<file path="src/design/tcprr_pkg.sv">
// ----------------------------------------------------------------------------
// tcprr_pkg: shared types and constants for the TCP reorder tracker
// Field widths, result codes, register indexes, controller states and the
// command and status groups between controller and datapath.
// ----------------------------------------------------------------------------
package tcprr_pkg;

  // Field widths of the input and result words.
  localparam int SEQ_W    = 32;
  localparam int LEN_W    = 16;
  localparam int TAG_W    = 10;
  localparam int STATUS_W = 2;
  localparam int IN_W     = 64;
  localparam int OUT_W    = 96;
  localparam int APB_AW   = 3;
  localparam int APB_DW   = 32;

  // Result status codes.
  localparam logic [STATUS_W-1:0] STATUS_OK      = 2'd0;
  localparam logic [STATUS_W-1:0] STATUS_DROPPED = 2'd1;
  localparam logic [STATUS_W-1:0] STATUS_SEQ_ERR = 2'd2;

  // Result kinds.
  localparam logic KIND_DELIVER = 1'b0;
  localparam logic KIND_STATUS  = 1'b1;

  // Register index, taken from paddr[2].
  localparam logic REG_INIT_NEXT_SEQ = 1'b0;

  typedef enum logic [2:0] {
    ST_IDLE,
    ST_SCAN,
    ST_SHIFT,
    ST_PLACE,
    ST_DRAIN_RD,
    ST_DRAIN_CHK,
    ST_STATUS
  } ctrl_state_t;

  // Commands from the controller to the datapath.
  typedef struct packed {
    logic load_seg;
    logic scan_step;
    logic set_pos;
    logic shift_step;
    logic place;
    logic rd_head;
    logic deliver;
    logic seq_err;
    logic emit_status;
  } dp_cmd_t;

  // Status from the datapath to the controller.
  typedef struct packed {
    logic full;
    logic scan_end;
    logic new_before;
    logic shift_done;
    logic empty;
    logic head_match;
    logic head_ahead;
    logic out_free;
  } dp_stat_t;

endpackage

</file>
<file path="src/design/tcprr_ctrl.sv">
// ----------------------------------------------------------------------------
// tcprr_ctrl: sequencing controller
// Walks one arrival through scan, shift, place, head drain and status.
// ----------------------------------------------------------------------------
module tcprr_ctrl (
  input  logic               clk,
  input  logic               rst,
  input  logic               in_valid,
  output logic               in_ready,
  input  tcprr_pkg::dp_stat_t stat,
  output tcprr_pkg::dp_cmd_t  cmd
);
  import tcprr_pkg::*;

  ctrl_state_t state;
  ctrl_state_t state_next;

  // State register.
  always_ff @(posedge clk) begin
    if (rst) begin
      state <= ST_IDLE;
    end else begin
      state <= state_next;
    end
  end

  // Next-state logic.
  always_comb begin
    state_next = state;
    unique case (state)
      ST_IDLE: begin
        if (in_valid) begin
          state_next = stat.full ? ST_DRAIN_RD : ST_SCAN;
        end
      end
      ST_SCAN: begin
        priority if (stat.scan_end) begin
          state_next = ST_PLACE;
        end else if (stat.new_before) begin
          state_next = ST_SHIFT;
        end else begin
          state_next = ST_SCAN;
        end
      end
      ST_SHIFT: begin
        if (stat.shift_done) begin
          state_next = ST_PLACE;
        end
      end
      ST_PLACE: begin
        state_next = ST_DRAIN_RD;
      end
      ST_DRAIN_RD: begin
        state_next = stat.empty ? ST_STATUS : ST_DRAIN_CHK;
      end
      ST_DRAIN_CHK: begin
        priority if (stat.head_match) begin
          if (stat.out_free) begin
            state_next = ST_DRAIN_RD;
          end
        end else begin
          state_next = ST_STATUS;
        end
      end
      ST_STATUS: begin
        if (stat.out_free) begin
          state_next = ST_IDLE;
        end
      end
      default: state_next = ST_IDLE;
    endcase
  end

  // Command outputs.
  always_comb begin
    cmd      = '0;
    in_ready = 1'b0;
    unique case (state)
      ST_IDLE: begin
        in_ready     = 1'b1;
        cmd.load_seg = in_valid;
      end
      ST_SCAN: begin
        priority if (stat.scan_end || stat.new_before) begin
          cmd.set_pos = 1'b1;
        end else begin
          cmd.scan_step = 1'b1;
        end
      end
      ST_SHIFT: begin
        cmd.shift_step = 1'b1;
      end
      ST_PLACE: begin
        cmd.place = 1'b1;
      end
      ST_DRAIN_RD: begin
        cmd.rd_head = !stat.empty;
      end
      ST_DRAIN_CHK: begin
        priority if (stat.head_match) begin
          cmd.deliver = stat.out_free;
        end else if (!stat.head_ahead) begin
          cmd.seq_err = 1'b1;
        end else begin
          cmd.seq_err = 1'b0;
        end
      end
      ST_STATUS: begin
        cmd.emit_status = stat.out_free;
      end
      default: cmd = '0;
    endcase
  end

endmodule

</file>
<file path="src/design/tcprr_dp.sv">
// ----------------------------------------------------------------------------
// tcprr_dp: table memory, pointers and output register
// Holds the sorted segment table as a ring in one memory with a head pointer,
// the expected sequence number and the registered result word.
// ----------------------------------------------------------------------------
module tcprr_dp #(
  parameter int QUEUE_DEPTH = 16
) (
  input  logic                              clk,
  input  logic                              rst,
  input  tcprr_pkg::dp_cmd_t                cmd,
  output tcprr_pkg::dp_stat_t               stat,
  input  logic [tcprr_pkg::SEQ_W-1:0]       in_seq,
  input  logic [tcprr_pkg::LEN_W-1:0]       in_len,
  input  logic [tcprr_pkg::TAG_W-1:0]       in_tag,
  input  logic                              cfg_load,
  input  logic [tcprr_pkg::SEQ_W-1:0]       cfg_seq,
  output logic                              out_valid,
  input  logic                              out_ready,
  output logic                              out_kind,
  output logic [tcprr_pkg::TAG_W-1:0]       out_tag,
  output logic [tcprr_pkg::SEQ_W-1:0]       out_seq,
  output logic [tcprr_pkg::LEN_W-1:0]       out_len,
  output logic [tcprr_pkg::STATUS_W-1:0]    out_status,
  output logic [tcprr_pkg::SEQ_W-1:0]       out_expected,
  output logic                              out_last
);
  import tcprr_pkg::*;

  localparam int PTR_W = (QUEUE_DEPTH > 1) ? $clog2(QUEUE_DEPTH) : 1;
  localparam int CNT_W = $clog2(QUEUE_DEPTH + 1);
  localparam int SUM_W = CNT_W + 1;

  typedef struct packed {
    logic [SEQ_W-1:0] seq;
    logic [LEN_W-1:0] len;
    logic [TAG_W-1:0] tag;
  } entry_t;

  entry_t              mem [QUEUE_DEPTH];
  entry_t              rdata;
  entry_t              seg;
  logic [PTR_W-1:0]    head;
  logic [CNT_W-1:0]    count;
  logic [CNT_W-1:0]    idx;
  logic [CNT_W-1:0]    pos;
  logic [SEQ_W-1:0]    next_seq;
  logic [STATUS_W-1:0] stat_code;

  logic                rd_en;
  logic [PTR_W-1:0]    rd_addr;
  logic                wr_en;
  logic [PTR_W-1:0]    wr_addr;
  entry_t              wr_data;
  logic [SEQ_W-1:0]    seq_sum;
  logic                out_load;

  // Physical slot of a logical table index, wrapping around the ring.
  function automatic logic [PTR_W-1:0] slot(input logic [PTR_W-1:0] h,
                                            input logic [CNT_W-1:0] i);
    logic [SUM_W-1:0] s;
    s = SUM_W'(h) + SUM_W'(i);
    if (s >= SUM_W'(QUEUE_DEPTH)) begin
      s = s - SUM_W'(QUEUE_DEPTH);
    end
    return s[PTR_W-1:0];
  endfunction

  // Wraparound order: a lies before b when a - b is negative.
  function automatic logic seq_before(input logic [SEQ_W-1:0] a,
                                      input logic [SEQ_W-1:0] b);
    logic [SEQ_W-1:0] d;
    d = a - b;
    return d[SEQ_W-1];
  endfunction

  // Status toward the controller.
  assign seq_sum         = next_seq + SEQ_W'(rdata.len);
  assign out_load        = !out_valid || out_ready;
  assign stat.full       = (count == CNT_W'(QUEUE_DEPTH));
  assign stat.scan_end   = (idx == count);
  assign stat.new_before = seq_before(seg.seq, rdata.seq);
  assign stat.shift_done = (idx == pos);
  assign stat.empty      = (count == '0);
  assign stat.head_match = (rdata.seq == next_seq);
  assign stat.head_ahead = seq_before(next_seq, rdata.seq);
  assign stat.out_free   = out_load;

  // Memory port selection.
  always_comb begin
    rd_en   = 1'b0;
    rd_addr = slot(head, '0);
    wr_en   = 1'b0;
    wr_addr = slot(head, pos);
    wr_data = seg;
    if (cmd.load_seg || cmd.rd_head) begin
      rd_en = 1'b1;
    end else if (cmd.scan_step) begin
      rd_en   = 1'b1;
      rd_addr = slot(head, idx + CNT_W'(1));
    end else if (cmd.set_pos) begin
      rd_en   = 1'b1;
      rd_addr = slot(head, count - CNT_W'(1));
    end else if (cmd.shift_step) begin
      rd_en   = 1'b1;
      rd_addr = slot(head, idx - CNT_W'(1));
      wr_en   = 1'b1;
      wr_addr = slot(head, idx + CNT_W'(1));
      wr_data = rdata;
    end else if (cmd.place) begin
      wr_en = 1'b1;
    end
  end

  // Table memory with registered read data.
  always_ff @(posedge clk) begin
    if (wr_en) begin
      mem[wr_addr] <= wr_data;
    end
    if (rd_en) begin
      rdata <= mem[rd_addr];
    end
  end

  // Arriving segment and scan position.
  always_ff @(posedge clk) begin
    if (cmd.load_seg) begin
      seg.seq <= in_seq;
      seg.len <= in_len;
      seg.tag <= in_tag;
    end
    if (cmd.load_seg) begin
      idx <= '0;
    end else if (cmd.scan_step) begin
      idx <= idx + CNT_W'(1);
    end else if (cmd.set_pos) begin
      idx <= count - CNT_W'(1);
    end else if (cmd.shift_step) begin
      idx <= idx - CNT_W'(1);
    end
    if (cmd.set_pos) begin
      pos <= idx;
    end
  end

  // Status code of the current arrival.
  always_ff @(posedge clk) begin
    if (cmd.load_seg) begin
      stat_code <= stat.full ? STATUS_DROPPED : STATUS_OK;
    end else if (cmd.seq_err && stat_code == STATUS_OK) begin
      stat_code <= STATUS_SEQ_ERR;
    end
  end

  // Ring pointer, fill count and expected sequence number.
  always_ff @(posedge clk) begin
    if (rst) begin
      head     <= '0;
      count    <= '0;
      next_seq <= '0;
    end else begin
      if (cmd.place) begin
        count <= count + CNT_W'(1);
      end else if (cmd.deliver) begin
        count <= count - CNT_W'(1);
        if (head == PTR_W'(QUEUE_DEPTH - 1)) begin
          head <= '0;
        end else begin
          head <= head + PTR_W'(1);
        end
      end
      if (cfg_load) begin
        next_seq <= cfg_seq;
      end else if (cmd.deliver) begin
        next_seq <= seq_sum;
      end
    end
  end

  // Output word register.
  always_ff @(posedge clk) begin
    if (rst) begin
      out_valid <= 1'b0;
    end else if (cmd.deliver || cmd.emit_status) begin
      out_valid <= 1'b1;
    end else if (out_ready) begin
      out_valid <= 1'b0;
    end
  end

  always_ff @(posedge clk) begin
    if (cmd.deliver) begin
      out_kind     <= KIND_DELIVER;
      out_tag      <= rdata.tag;
      out_seq      <= rdata.seq;
      out_len      <= rdata.len;
      out_status   <= STATUS_OK;
      out_expected <= seq_sum;
      out_last     <= 1'b0;
    end else if (cmd.emit_status) begin
      out_kind     <= KIND_STATUS;
      out_tag      <= '0;
      out_seq      <= '0;
      out_len      <= '0;
      out_status   <= stat_code;
      out_expected <= next_seq;
      out_last     <= 1'b1;
    end
  end

endmodule

</file>
<file path="src/design/tcp_reorder_reassembly_tracker.sv">
// ----------------------------------------------------------------------------
// tcp_reorder_reassembly_tracker: out-of-order segment reassembly tracker
// Inserts each segment into a wraparound-sorted table unless the table is full, drains
// in-order segments from its head and ends every arrival with one status word.
// ----------------------------------------------------------------------------
// Flow: a dropped arrival (table full) skips scan, shift and place. Output
//   stalls hold up each word. The next arrival can be taken in the cycle after
//   the status word is registered. Reset clears fill count, head and expected
//   sequence (to 0); table stays undefined.
module tcp_reorder_reassembly_tracker #(
  parameter int QUEUE_DEPTH = 16
) (
  input  logic                            clk,
  input  logic                            rst,
  // Input words.
  input  logic                            s_tvalid,
  output logic                            s_tready,
  input  logic [tcprr_pkg::IN_W-1:0]      s_tdata,  // segment_seq, segment_len, segment_tag
  // Result words.
  output logic                            m_tvalid,
  input  logic                            m_tready,
  output logic [tcprr_pkg::OUT_W-1:0]     m_tdata,  // out_tag, out_seq, out_len, status,
                                                    // expected_seq
  output logic                            m_tuser,  // kind
  output logic                            m_tlast,  // is_last
  // Configuration port.
  input  logic                            psel,
  input  logic                            penable,
  input  logic                            pwrite,
  input  logic [tcprr_pkg::APB_AW-1:0]    paddr,
  input  logic [tcprr_pkg::APB_DW-1:0]    pwdata,
  output logic [tcprr_pkg::APB_DW-1:0]    prdata,
  output logic                            pready
);
  import tcprr_pkg::*;

  dp_cmd_t              cmd;
  dp_stat_t             stat;
  logic [SEQ_W-1:0]     init_next_seq;
  logic                 cfg_load;
  logic [TAG_W-1:0]     o_tag;
  logic [SEQ_W-1:0]     o_seq;
  logic [LEN_W-1:0]     o_len;
  logic [STATUS_W-1:0]  o_status;
  logic [SEQ_W-1:0]     o_expected;

  // Configuration register: a write also reloads the expected sequence.
  assign pready   = 1'b1;
  assign cfg_load = psel && penable && pwrite && pready && (paddr[2] == REG_INIT_NEXT_SEQ);
  assign prdata   = (paddr[2] == REG_INIT_NEXT_SEQ) ? init_next_seq : '0;

  always_ff @(posedge clk) begin
    if (rst) begin
      init_next_seq <= '0;
    end else if (cfg_load) begin
      init_next_seq <= pwdata;
    end
  end

  tcprr_ctrl u_ctrl (
    .clk      (clk),
    .rst      (rst),
    .in_valid (s_tvalid),
    .in_ready (s_tready),
    .stat     (stat),
    .cmd      (cmd)
  );

  tcprr_dp #(
    .QUEUE_DEPTH (QUEUE_DEPTH)
  ) u_dp (
    .clk          (clk),
    .rst          (rst),
    .cmd          (cmd),
    .stat         (stat),
    .in_seq       (s_tdata[31:0]),
    .in_len       (s_tdata[47:32]),
    .in_tag       (s_tdata[57:48]),
    .cfg_load     (cfg_load),
    .cfg_seq      (pwdata),
    .out_valid    (m_tvalid),
    .out_ready    (m_tready),
    .out_kind     (m_tuser),
    .out_tag      (o_tag),
    .out_seq      (o_seq),
    .out_len      (o_len),
    .out_status   (o_status),
    .out_expected (o_expected),
    .out_last     (m_tlast)
  );

  // Pack the result word, first field lowest.
  assign m_tdata = {4'b0, o_expected, o_status, o_len, o_seq, o_tag};

  // Only status words close an arrival.
  a_last_is_status: assert property (@(posedge clk) disable iff (rst)
    m_tvalid |-> (m_tuser == m_tlast))
    else $error("last flag and kind disagree");

  // Delivered words always carry status ok.
  a_deliver_ok: assert property (@(posedge clk) disable iff (rst)
    (m_tvalid && (m_tuser == KIND_DELIVER)) |-> (m_tdata[59:58] == STATUS_OK))
    else $error("delivered word with nonzero status");

  // An accepted arrival closes the input until it is finished.
  a_one_at_a_time: assert property (@(posedge clk) disable iff (rst)
    (s_tvalid && s_tready) |=> !s_tready)
    else $error("input accepted while an arrival is in progress");

endmodule
</file>
<file path="config.mk">
export PLATFORM = sky130hd
export DESIGN_NAME = tcp_reorder_reassembly_tracker
export DESIGN_NICKNAME = d
export VERILOG_FILES = /design/src/design/tcprr_pkg.sv /design/src/design/tcprr_ctrl.sv /design/src/design/tcprr_dp.sv /design/src/design/tcp_reorder_reassembly_tracker.sv
export SDC_FILE = /design/constraint.sdc
export NUM_CORES = 2
export LEC_CHECK = 0
export BUFFER_PORTS_ARGS = -buffer_cell sky130_fd_sc_hd__buf_2
export CAP_MARGIN = 25
export CORE_ASPECT_RATIO = 1.5
export CORE_MARGIN = 8
export CORE_UTILIZATION = 55
export DETAILED_ROUTE_END_ITERATION = 8
export HOLD_SLACK_MARGIN = 0.06
export PLACE_DENSITY = 0.69
export SLEW_MARGIN = 40
export SYNTH_ARGS = -nofsm -noshare
export SYNTH_HDL_FRONTEND = slang
export SYNTH_SLANG_ARGS = --single-unit
</file>
<file path="constraint.sdc">
create_clock -name clk -period 6.95 [get_ports clk]
set_clock_uncertainty 0.2 [all_clocks]
set_input_delay 1.39 -clock clk [delete_from_list [all_inputs] [get_ports clk]]
set_output_delay 1.39 -clock clk [all_outputs]
set_load 0.05 [all_outputs]
</file>
* After elaboration in Yosys (flattened, before gate mapping)
Memory sizes are Yosys's and may differ from the RTL's. A register that Yosys moved wholly into a read port is not among the register bits.
Cells that the tools add are included.
** Cells by class
- Equal/unequal tests :: 15
- Multiplexer cells :: 73
- $add $sub $neg :: 17
- Bitwise operators :: 2
- Order comparisons :: 5
- Reductions and logical operators :: 21
** Operator list (number)
- 2-to-1 mux 58 bit :: 4
- 2-to-1 mux 32 bit :: 7
- subtractor 32 bit :: 2
- 2-to-1 mux 4 bit :: 14
- adder 32 x 16 -> 32 bit :: 1
- == test 32 bit :: 1
- 2-to-1 mux 16 bit :: 2
- 2-to-1 mux 1 bit :: 25
- 2-to-1 mux 5 bit :: 5
- adder 4 x 5 -> 6 bit :: 4
- greater-or-equal comparator 6 x 5 -> 1 bit (second input constant) :: 4
- 2-to-1 mux 3 bit :: 7
- case mux 3 bit (7 select lines) :: 1
- 2-to-1 mux 10 bit :: 2
- subtractor 4 x 1 -> 4 bit (second input constant) :: 5
- 2-to-1 mux 2 bit :: 6
- adder 5 x 1 -> 5 bit (second input constant) :: 2
- == test 5 bit :: 2
- nonzero test 2 bit :: 5
- subtractor 5 x 1 -> 5 bit (second input constant) :: 2
- == test 3 bit (second input constant) :: 3
- == test 3 x 2 -> 1 bit (second input constant) :: 2
- == test 5 bit (second input constant) :: 1
- greater-or-equal comparator 4 x 5 -> 1 bit (second input constant) :: 1
- other kinds (16) :: 25
** Storage, ports and cells
- Register bits :: 240
- Word-level logic and storage cells :: 152
- Memories :: 1
- Output and inout port bits :: 133
- Input bits :: 106
- RAM bits :: 928
** Memories
- u_dp.mem :: words 16, width 58, rd ports 1, clocked after memory_dff 1, wr ports 1, line tcprr_dp.sv:40 : entry_t mem [QUEUE_DEPTH];

* Depth between registers and ports, before layout
- Depth after elaboration :: 9
- Gate-level depth with buffers :: 16
- Mapped depth without buffers :: 14

* Modules after synthesis
Synthesis repeated with hierarchy kept, for this count alone.
** Unflattened totals
- Cells, all modules :: 3338
- Area, all modules :: 52409.0 um^2
** Modules (own cells, without submodules)
- tcprr_dp :: seq. area each 35263.8 um^2, cells each 3107, instances 1, area an instance 50332.0 um^2
- tcp_reorder_reassembly_tracker :: seq. area each 640.6 um^2, cells each 182, instances 1, area an instance 1730.4 um^2
- tcprr_ctrl :: seq. area each 60.1 um^2, cells each 49, instances 1, area an instance 346.6 um^2

* Least setup slack after synthesis
OpenSTA, ideal clock, no wires.
- Path type :: reg-to-reg
- From :: register u_dp.idx[0]
- To :: memory u_dp.mem[6][0] (netlist name), enable pin
- Clock period less this slack :: 5210 ps
- Required time :: 6276 ps
- Buffers on the path :: 1
- Setup slack :: 1740 ps
- Stages on the path, launching flop included :: 11
- Library setup time :: 474 ps
- Arrival :: 4536 ps
- Cell sequence :: dfxtp_1 clkbuf_1 inv_1 ha_1 ha_1 a21o_1 a21oi_1 xnor2_1 o21ai_0 nand2_1 nor2_1
** On the way
- Cells in the longest elaborated chain, start to end :: 9
- Elaborated cells between the ends (all ways) :: 19
- Those cells by class :: add/sub: 3; order compare: 1; eq/ne: 1; mux: 13; reduce/logical: 1
** Ends and longest elaborated chain
- start, declared :: line tcprr_dp.sv:45 : logic [CNT_W-1:0] idx;
- start signal, assigned :: line tcprr_dp.sv:135 : idx <= idx + CNT_W'(1);
- start signal, assigned :: line tcprr_dp.sv:137 : idx <= count - CNT_W'(1);
- start signal, assigned :: line tcprr_dp.sv:139 : idx <= idx - CNT_W'(1);
- parallel branches: the longest is 9 deep, another holds adder 4 x 5 -> 6 bit
- end, declared :: line tcprr_dp.sv:40
Several ways; the timed one is not identified.

* Worst setup path after layout
- From :: register u_dp.rdata[55] (netlist name)
- To :: register u_dp.rdata[6] (netlist name)
** On the way
- Cells in the longest elaborated chain, start to end :: 7
- Elaborated cells between the ends (all ways) :: 11
- Those cells by class :: add/sub: 1; mux: 9; reduce/logical: 1
** Ends and longest elaborated chain
- subtractor 32 bit * :: line tcprr_dp.sv:73 : d = a - b;
- logical OR 1 bit * :: line tcprr_ctrl.sv:84 : priority if (stat.scan_end || stat.new_before) begin
- 2-to-1 mux 1 bit :: line tcprr_ctrl.sv:84
- 2-to-1 mux 2 bit * :: line tcprr_ctrl.sv:78 : unique case (state)
- 2-to-1 mux 4 bit / 2-to-1 mux 1 bit (equally long branches) :: line tcprr_dp.sv:101 : end else if (cmd.set_pos) begin
- 2-to-1 mux 4 bit / 2-to-1 mux 1 bit (equally long branches) :: line tcprr_dp.sv:98 : end else if (cmd.scan_step) begin
- 2-to-1 mux 4 bit / 2-to-1 mux 1 bit (equally long branches) :: line tcprr_dp.sv:96 : if (cmd.load_seg || cmd.rd_head) begin
Every way passes the cells marked *; elsewhere a longest branch is shown, timed or not.
A chain may end at the register's enable or synchronous reset.

==> results.md <==
- Die X: 261 um
- Worst Setup End Kind: flip-flop
- Root cell of the clock tree: clkbuf_16
- VDD IR-drop max: 0.467 mV
- Switching pwr: 8650 uW
- Setup violators final: 0
- Mux contribution to synthesized area: 9.62%
- Clk_lat worst skew: 0.71 ns
- Initial antenna violation count: 1
- Period utilization: 81.0%
- Buf/Inv on CP: 2
- Static Leakage: 0.0214 uW
- Core Box Area: 90000 um^2
- Layout Nets: 3707
- Most frequent cell after synthesis: edfxtp_1
- Crit start category: flip-flop
- Tightest Hold Check Type: flip-flop to flip-flop
- Area grow syn2layout: 13.5%
- Status: finished clean
- Total Routed Length: 126000 um
- Layout Cells excl Fill: 4756
- Reg clk slew, reported paths: 0.07 ns
- Yosys reg bits: 1226
- Sequential area share after synthesis: 72.4%
- Main flop type after synthesis: edfxtp_1
- Metal-1 WL: 50500 um
- Post-layout util: 62.7%
- Routed Antenna Nets: 0
- CTS Buffer Depth: 3
- Fmax: 178 MHz
- Max Cap Viol: 0
- Main combinational cell family by area after synthesis: multiplexers
- Switching Fraction: 34.5%
- Total power draw: 25100 uW
- Setup TNS Final: 0 ns
- Leading area contributor after synthesis: edfxtp_1
- Crit Path Max Fanout: 30
- CTS resizes: 0
- GRT overflow: 0
- Adder-cell area share of the yosys netlist: 2.54%
- Clock sink total: 1226
- Slew Limit Fails: 0
- Initial Util: 55.2%
- Post-CTS setup buffers: 0
- Wirelength per Cell: 26.6 um
- Slew margin rel.: 42.3%
- Vias per std cell: 6.11
- Final-report hold violation count: 0
- Dpl cells: 4557
- Drt pass-1 iters: 5
- CTS tree: done
- Synth top area cells: edfxtp_1 69%, mux2i_1 9.5%, dfxtp_1 3.4%
- RSZ-0062 raised after global routing: false
- Cell Area, Synth: 49700 um^2
- CP delay by family, top: simple AND/OR/NAND/NOR gates
- Pwr dens: 444 nW/um^2
- Io pins: 239
- DRC: 0
- CTS Buf Count: 108
- Crit path DAT: 5.86 ns
- Met3 WL: 9800 um
- Yosys top cell area share: 68.9%
- Die Y-Extent: 384 um
- Synth Area in Compound Gates: 6.15%
- Hold slack: 0.253 ns
- XOR/XNOR share of the synthesized area: 1.16%
- Top Metal Used: met4
- RePlAce Congestion: 0.894
- Comb pwr share: 35.4%
- ANT cells: 0
- Clock power frac: 24.0%
- CTS H-tree lvls: 3
- Die area: 100000 um^2
- Met2 WL: 61800 um
- Layout cell share with drive strength beyond 1: 15.3%
- HPWL Detailed: 75200 um
- First-pass GRT wire length: 185000 um
- Post-Syn Instances: 3223
- Max incr delay on CP: 0.66 ns
- CP cell instances: inv_1, ha_1, nand4_1, nor4_1, and4_1, and3b_1, a32o_1, nor2_4, o31ai_1, o31a_4, buf_4, mux2i_1, o22ai_1, or4_1
- Seq pwr share: 40.7%
- Worst-Margin Slew: 0.866 ns
- Critical Path RT: 7.19 ns
- Post-synth EDFFs: 1141
- Initial DRC Count: 3023
- Fin crit period: 5.63 ns
- Routed via count: 29.1k
- Synth Area in Simple Gates: 6.09%
- Library cells used by synthesis: 70
- Synth warn: 0
- Syn Area/Cell: 15.4 um^2
- Internal: 16400 uW
- Synth cell count leaders: 1141 x edfxtp_1, 473 x mux2i_1, 282 x nand2_1
- Vias in the first global route: 29.4k
- CTS Hold Bufs: 0
- GR Util All Layers: 24.8%
- CP Class: flip-flop to flip-flop
- IO Port Bufs: 225
- Largest net degree at the start of global routing: 93
- Async SR Flop Fraction: 0%
- Crit-path slowest cell: nor4_1
- Num rows: 135
## layout make-up
| type | count | area [um^2] |
|---|---|---|
| Sequential cell | 1226 | 36000 |
| Fill cell | 6442 | 33600 |
| Multi-Input combinational cell | 1779 | 13000 |
| Clock buffer | 141 | 2910 |
| Timing Repair Buffer | 333 | 2280 |
| Tap cell | 1164 | 1460 |
| Clock inverter | 58 | 636 |
| Inverter | 55 | 208 |
## power groups by stage
stage                     registers, uW  clock network, uW  logic [uW]
after CTS                         10200               6100        8830
after global routing              10200               6380        9450
after detailed placement          10300                  0        8790
after global placement            10300                  0        8480
after floorplan                   10100                  0        6070
final                             10200               6010        8860
## through the flow
stage / worst slack (ns) / instance area (um^2)
floorplan: 1.74 / 49700
global placement: 1.13 / 52700
detailed placement: 1.39 / 52900
CTS: 1.36 / 56400
global route: 1.15 / 56400
finish: 1.32 / 56400
## registers in the layout, summed over array words and instances, names as in the netlist
name and cells:
u_dp.out_last 1, u_dp.idx 5, u_dp.stat_code 2, u_dp.seg 58, u_dp.count 5, init_next_seq 32, u_dp.out_expected 32, u_dp.head 4
u_dp.out_status 2, u_dp.out_len 16, u_dp.pos 5, u_ctrl.state 3, u_dp.next_seq 32, u_dp.mem 928, u_dp.out_seq 32, u_dp.out_valid 1
u_dp.rdata 58, u_dp.out_tag 10
## tightest hold or removal path: stages (launching register included)
cell and delay [ns]:
dfxtp_1 0.31, nand2_1 0.05, a21oi_1 0.05
## per-layer routing
layer  global-route usage [%]  vias up
met5                        0        -
met4                     9.08        0
met3                     4.07      227
met2                     42.0     1299
met1                     32.3    14594
li1                         -    12943
## final timing paths
path / slack [ns] / cells past startpoint / endpoint / from
min reg2reg: 0.25 / 2 / init_next_seq[27]$_SDFFE_PP0P_ / init_next_seq[27]$_SDFFE_PP0P_
max: 1.32 / 14 / u_dp.rdata[6]$_DFFE_PP_ / u_dp.rdata[55]$_DFFE_PP_
max reg2reg: 1.32 / 14 / u_dp.rdata[6]$_DFFE_PP_ / u_dp.rdata[55]$_DFFE_PP_
min: 0.25 / 2 / init_next_seq[27]$_SDFFE_PP0P_ / init_next_seq[27]$_SDFFE_PP0P_
## cells by family after synthesis
kind of cell,count (synthesis)
multiplexers,476
AO/OA/AOI/OAI,498
other,2
AND/OR/NAND/NOR,636
adder cells (fa/ha/maj),98
buffers and inverters,221
XOR/XNOR,66
flip-flops,1226
## cells in the final DEF (no fill, tap or decap), types with 85 or more instances in the layout
cell       instances
edfxtp_1        1141
mux2i_1          473
nand2_1          278
o22ai_1          230
buf_2            225
clkbuf_16        110
a21oi_1          102
nor2_1            99
ha_1              93
dfxtp_1           85
Power figures use the tool's default switching activity.
